`config.mk`:
```
export PLATFORM = sky130hd
export DESIGN_NAME = lanc_nbr
export DESIGN_NICKNAME = d
export VERILOG_FILES = /design/src/rtl/lanc_pkg.sv /design/src/rtl/lanc_nbr.sv
export SDC_FILE = /design/constraint.sdc
export NUM_CORES = 1
export LEC_CHECK = 0
export ABC_AREA = 1
export BUFFER_PORTS_ARGS = -buffer_cell sky130_fd_sc_hd__buf_2
export CAP_MARGIN = 10
export CORE_ASPECT_RATIO = 1.1
export CORE_MARGIN = 3
export CORE_UTILIZATION = 45
export DETAILED_ROUTE_END_ITERATION = 16
export PLACE_DENSITY = 0.79
export SYNTH_ARGS = -nofsm -noshare
export SYNTH_HDL_FRONTEND = slang
export SYNTH_SLANG_ARGS = --single-unit
```
`constraint.sdc`:
```
create_clock -name vclk -period 3.9
set_clock_uncertainty 0.15 [all_clocks]
set_input_delay 0.195 -clock vclk [all_inputs]
set_output_delay 0.195 -clock vclk [all_outputs]
set_load 0.01 [all_outputs]
```
`src/rtl/lanc_pkg.sv`:
```
// ---------------------------------------------------------------------------
// lanc_pkg: shared types and constants for the Life neighbor-count block
// Field geometry, cell layout and the item structs of both channels.
// ---------------------------------------------------------------------------
package lanc_pkg;

  localparam int MaxRows    = 64;
  localparam int MaxColumns = 64;
  localparam int RowW       = $clog2(MaxRows);
  localparam int ColW       = $clog2(MaxColumns);
  localparam int AddrW      = RowW + ColW;
  localparam int Cells      = MaxRows * MaxColumns;
  localparam int SweepW     = AddrW + 1;
  localparam int SizeW      = 7;
  localparam int CellW      = 5;
  localparam int GenW       = 32;

  // Request codes. The last one has no operation behind it.
  localparam logic [1:0] REQ_SET    = 2'd0;
  localparam logic [1:0] REQ_STEP   = 2'd1;
  localparam logic [1:0] REQ_READ   = 2'd2;
  localparam logic [1:0] REQ_UNUSED = 2'd3;

  // Configuration register indexes.
  localparam logic REG_ROWS    = 1'b0;
  localparam logic REG_COLUMNS = 1'b1;

  typedef struct packed {
    logic [1:0]      req_type;
    logic [RowW-1:0] cell_row;
    logic [ColW-1:0] cell_column;
  } req_item_t;

  typedef struct packed {
    logic            cell_alive;
    logic [GenW-1:0] generation_count;
  } rsp_item_t;

endpackage

```
`src/rtl/lanc_nbr.sv`:
```
// ---------------------------------------------------------------------------
// lanc_nbr: wrapped neighbor address
// Gives the cell address of one of the nine cells around a center cell,
// selected by a 0..8 index in row-major order, wrapping at the field edge.
// ---------------------------------------------------------------------------
module lanc_nbr
  import lanc_pkg::*;
(
  input  logic [RowW-1:0]  row,
  input  logic [ColW-1:0]  col,
  input  logic [SizeW-1:0] rows,
  input  logic [SizeW-1:0] cols,
  input  logic [3:0]       sel,
  output logic [AddrW-1:0] addr
);

  logic [1:0]       dr;
  logic [1:0]       dc;
  logic [SizeW-1:0] row_w;
  logic [SizeW-1:0] col_w;
  logic [SizeW-1:0] row_n;
  logic [SizeW-1:0] col_n;

  // Split the index into a row and a column offset.
  always_comb begin
    case (sel)
      4'd0:    begin dr = 2'd0; dc = 2'd0; end
      4'd1:    begin dr = 2'd0; dc = 2'd1; end
      4'd2:    begin dr = 2'd0; dc = 2'd2; end
      4'd3:    begin dr = 2'd1; dc = 2'd0; end
      4'd4:    begin dr = 2'd1; dc = 2'd1; end
      4'd5:    begin dr = 2'd1; dc = 2'd2; end
      4'd6:    begin dr = 2'd2; dc = 2'd0; end
      4'd7:    begin dr = 2'd2; dc = 2'd1; end
      default: begin dr = 2'd2; dc = 2'd2; end
    endcase
  end

  // Wrap the row and column around the torus.
  always_comb begin
    row_w = SizeW'(row);
    col_w = SizeW'(col);
    case (dr)
      2'd0:    row_n = (row_w == '0) ? rows - 1'b1 : row_w - 1'b1;
      2'd2:    row_n = (row_w + 1'b1 >= rows) ? '0 : row_w + 1'b1;
      default: row_n = row_w;
    endcase
    case (dc)
      2'd0:    col_n = (col_w == '0) ? cols - 1'b1 : col_w - 1'b1;
      2'd2:    col_n = (col_w + 1'b1 >= cols) ? '0 : col_w + 1'b1;
      default: col_n = col_w;
    endcase
  end

  assign addr = {row_n[RowW-1:0], col_n[ColW-1:0]};

endmodule

```
### Yosys cells after proc, flatten, opt, wreduce, memory -nomap -nowiden

Memory sizes are Yosys's and may differ from the RTL's.
Cells that the tools add are included.

| cells by class | value |
|---|---|
| $add $sub $neg | 6 |
| order comparisons | 2 |
| equality and inequality tests | 2 |
| mux-type cells | 7 |
| reduce and logical (&&, ||, !) cells | 4 |

Operator list:

| cell | number |
|---|---|
| 6-bit two-way mux | 4 |
| 6-bit one-hot mux with 2 select lines | 2 |
| 6-bit by 1-bit subtractor with 6-bit output, second input constant | 4 |
| 6-bit by 1-bit adder with 7-bit output, second input constant | 2 |
| 7-bit greater-or-equal comparator | 2 |
| 6-bit logical NOT | 2 |
| 2-bit == test, second input constant | 2 |
| 2-bit logical NOT | 2 |
| 4-bit two-way mux | 1 |

| word-level totals | value |
|---|---|
| bits in registers | 0 |
| memory bits (read-only) | 32 |
| bits of input ports | 30 |
| output and inout bits | 12 |
| word-level logic and storage cells | 22 |
| memories kept | 1 |

Memories:

| memory | depth | bits a word | read ports | clocked after memory_dff | wr ports | line | RTL |
|---|---|---|---|---|---|---|---|
| (name not given) | 8 | 4 | 1 | 0 | 0 | lanc_nbr.sv:26 | `case (sel)` |

### Depth between registers and ports, before layout

| logic depth | value |
|---|---|
| depth after elaboration | 4 |
| gate-level depth with buffers | 13 |

### Worst setup path after synthesis

Ideal clock, no wire load.

| path | value |
|---|---|
| path type | input-to-output |
| start | input port row[2] |
| end | output port addr[7] |
| arrival | 1,714 ps |
| data required time | 3,555 ps |
| path slack | 1,841 ps |
| stages on the path | 9 |
| path buffers | 1 |
| cell sequence | buf_2 nand3_1 nor3_2 xor2_1 ha_1 a21o_1 a21oi_2 nand3_1 o211ai_1 |

| on the way | value |
|---|---|
| longest elaborated chain between the ends | 4 |

RTL lines:

| element | line | RTL |
|---|---|---|
| start, declared | lanc_nbr.sv:9 | `input logic [RowW-1:0] row,` |
| 6-bit by 1-bit adder with 7-bit output | n/a |  |
| 7-bit greater-or-equal comparator | lanc_nbr.sv:45 | `2'd2: row_n = (row_w + 1'b1 >= rows) ? '0 : row_w + 1'b1;` |
| 6-bit two-way mux | lanc_nbr.sv:45 |  |
| 6-bit one-hot mux with 2 select lines (*) | lanc_nbr.sv:43 | `case (dr)` |
| end, declared | lanc_nbr.sv:14 | `output logic [AddrW-1:0] addr` |

Every way passes the cells marked *; elsewhere a longest branch is shown, timed or not.

### Worst setup path in the final report

| path | value |
|---|---|
| start | input port col[0] |
| end | output port addr[0] |

| on the way | value |
|---|---|
| longest elaborated chain between the ends | 4 |

RTL lines:

| element | line | RTL |
|---|---|---|
| start, declared | lanc_nbr.sv:10 | `input logic [ColW-1:0] col,` |
| 6-bit by 1-bit adder with 7-bit output | lanc_nbr.sv:50 | `2'd2: col_n = (col_w + 1'b1 >= cols) ? '0 : col_w + 1'b1;` |
| 7-bit greater-or-equal comparator | lanc_nbr.sv:50 |  |
| 6-bit two-way mux | lanc_nbr.sv:50 |  |
| 6-bit one-hot mux with 2 select lines (*) | lanc_nbr.sv:48 | `case (dc)` |

Marks and branches as above.

==> summary.txt <==
Run status
  • Outcome: finished, final reports clean

Placement
  • HPWL after detailed placement: 2.93 mm
  • Global placement routability congestion: ~0.93
  • Number of buffer cells added on primary ports: 42
  • Worst slack, placed: around 1.4 ns

Final layout
  • Storage element area: 0 sq um
  • Total number of nets in the final design: between 300 and 400
  • Number of antenna cells inserted: 0
  • Number of sequential cells in the layout: 0
  • Area delta synth->final: 18.3%
  • Share of final-layout standard cells stronger than drive strength 1: 0.231
  • Clock buffer count in the final layout: 0

Timing
  • Normalized max-slew margin: 0.672
  • Actual slew at the worst max-slew pin: approximately 0.49 ns
  • Final Setup Violations: 0
  • Setup_tns: 0 ns
  • Max Transition Viols Final: 0
  • FMAX: around 400 MHz
  • Setup repair after global routing missed its margin: false
  • Count of endpoints failing hold in the final timing report: 0
  • Time the final worst path needs with I/O delays and setup: 2.52 ns
  • Slack of the critical path: 1.38 ns
  • Final critical-path share of the clock period: 0.646

Global routing
  • Pin count of the biggest net entering global routing: 11
  • Number of antenna violations at the first check in global routing: 0
  • First-pass GRT wire length: about 5.7 mm
  • Total Routing Usage GR: 0.181
  • Via count of the first global-routing pass: 1,355
  • Overflow after GRT: 0

Die
  • Die height: between 60 and 70 um
  • Io pins: 42
  • Die ar.: between 3000 and 4000 sq um
  • Standard cell core area: 2830 sq um
  • Num rows: 20
  • Die Wd: 58.2 um
  • Initial core utilization: 0.477

Pwr
  • Share of power burned in combinational logic: 1.000
  • Max VDD drop: 71.9 uV
  • Internal power of the cells: ~0.075 mW
  • Flop pwr share: 0
  • Sw power: 0.114 mW
  • Sw Ratio: 0.603
  • Clock power frac: 0
  • Static leakage: between 0.9 and 1 nW
  • Total power: 0.190 mW
  • PD cells: about 120 nW/um^2

Setup path
  • Crit. End Element: primary output
  • CP Data Arrival Time: about 2.2 ns
  • Critical path type: in -> out
  • Maximum net fanout on the critical path: 6
  • Nature of the critical path startpoint: input pin
  • Data required time at the worst endpoint: around 3.6 ns

Routing
  • Vias post-DR: between 1,500 and 2,000
  • Number of remaining DRC errors: 0
  • Total length of routed wires: about 3.3 mm
  • Number of detailed-route iterations in the first pass: 4
  • Antenna Nets Post-Route: 0
  • Post-DR vias/cell: 5.03
  • DRT iter0 DRCs: 91
  • Mean routed wirelength per cell: ~11 um

CTS
  • # resized after CTS: 0
  • Number of buffers added for setup after CTS: 0
  • Number of buffers inserted for hold repair after clock tree synthesis: 0

Flow run
  • Maximum capacitance violations: 0

Synthesis
  • Synthesized cell area: ~1300 sq um
  • Library cells used by synthesis: 29
  • Number of standard cells after synthesis: around 240
  • Sequential element share of the synthesized area: 0
  • Syn Nets: between 200 and 300
  • Warning count from the yosys run: 0
  • Mean Syn Cell Area: approximately 5.7 sq um

Min path
  • Worst min-delay path category: in -> out
-- through the flow --
| stage | cell area (sq um) | hold WS, ns | util | cells |
|---|---|---|---|---|
| 6_report | 1600 | 0.592 | 0.564 | 310 |
| 5_1_grt | 1600 | 0.613 | 0.564 | 310 |
| 4_1_cts | 1600 | 0.588 | 0.564 | 310 |
| 3_5_place_dp | 1600 | 0.588 | 0.564 | 310 |
| 3_3_place_gp | 1600 | 0.583 | 0.564 | 310 |
| 2_1_floorplan | 1350 | 0.385 | - | 236 |
-- synthesized netlist by cell type (4+ instances only) --
master,number,area share
sky130_fd_sc_hd__a21oi_1,7,0.026
sky130_fd_sc_hd__ha_1,23,0.21
sky130_fd_sc_hd__inv_1,47,0.13
sky130_fd_sc_hd__nand2_1,51,0.14
sky130_fd_sc_hd__nand3_1,36,0.13
sky130_fd_sc_hd__nand4_1,8,0.037
sky130_fd_sc_hd__nor2_1,15,0.042
sky130_fd_sc_hd__nor2_2,7,0.032
sky130_fd_sc_hd__o211ai_1,4,0.022
sky130_fd_sc_hd__o21ai_0,4,0.015
sky130_fd_sc_hd__xor2_1,7,0.045
-- cell families (layout without fill, tap and decap cells) --
logic type               Yosys count  in the layout  synth area share
multiplexers                       1              1           0.00835
XOR/XNOR                           7              7            0.0455
AO/OA/AOI/OAI                     28             28             0.139
adder cells (fa/ha/maj)           23             23             0.213
buffers and inverters             50             91             0.140
AND/OR/NAND/NOR                  127            127             0.454
-- power by group through the flow --
stage	sequential [mW]	clock [mW]	combinational [mW]
after floorplan	0	0	0.124
after global placement	0	0	0.187
after detailed placement	0	0	0.189
after CTS	0	0	0.190
after global routing	0	0	0.217
final	0	0	0.190
-- area by class of cell --
class | count | area, sq um
fill | 287 | 1230
multi-input combinational | 186 | 1160
timing repair buffer | 42 | 210
inverter | 49 | 184
tap | 33 | 41.3
-- critical path, cell delays in order --
cell                       delay [ns]
sky130_fd_sc_hd__buf_2           0.13
sky130_fd_sc_hd__ha_1            0.22
sky130_fd_sc_hd__nand3_1         0.14
sky130_fd_sc_hd__xor2_1          0.17
sky130_fd_sc_hd__inv_1           0.07
sky130_fd_sc_hd__ha_1            0.28
sky130_fd_sc_hd__a21oi_1         0.16
sky130_fd_sc_hd__o21a_1          0.14
sky130_fd_sc_hd__nand3_1         0.08
sky130_fd_sc_hd__nor2_2          0.22
sky130_fd_sc_hd__nand2_1         0.08
sky130_fd_sc_hd__o211ai_1        0.11
sky130_fd_sc_hd__buf_2           0.17
-- cells in the final DEF, fill, tap and decap left out, drive strengths merged --
cell type | synthesis | layout
or2 | 1 | 1
o21ai | 10 | 10
nand2 | 54 | 54
xor2 | 7 | 7
a21boi | 1 | 1
o211ai | 4 | 4
a21o | 1 | 1
mux2 | 1 | 1
nor2 | 24 | 24
nand4 | 8 | 8
a21oi | 8 | 8
buf | 1 | 42
ha | 23 | 23
o21a | 2 | 2
nand3 | 37 | 37
o21bai | 1 | 1
inv | 49 | 49
o31ai | 1 | 1
nor3 | 3 | 3
-- per-layer routing --
metal	global-route usage	vias up	routed length, um
met5	0	-	0
met4	0.00870	0	0
met3	0.00615	0	145
met2	0.329	37	1620
met1	0.243	668	1540
li1	-	854	-
-- path summary, 6_finish.rpt --
path	endpoint	startpoint	cells past startpoint	slack (ns)
min	addr[4]	col[4]	4	0.59
max	addr[0]	col[0]	13	1.38
Power figures use the tool's default switching activity.
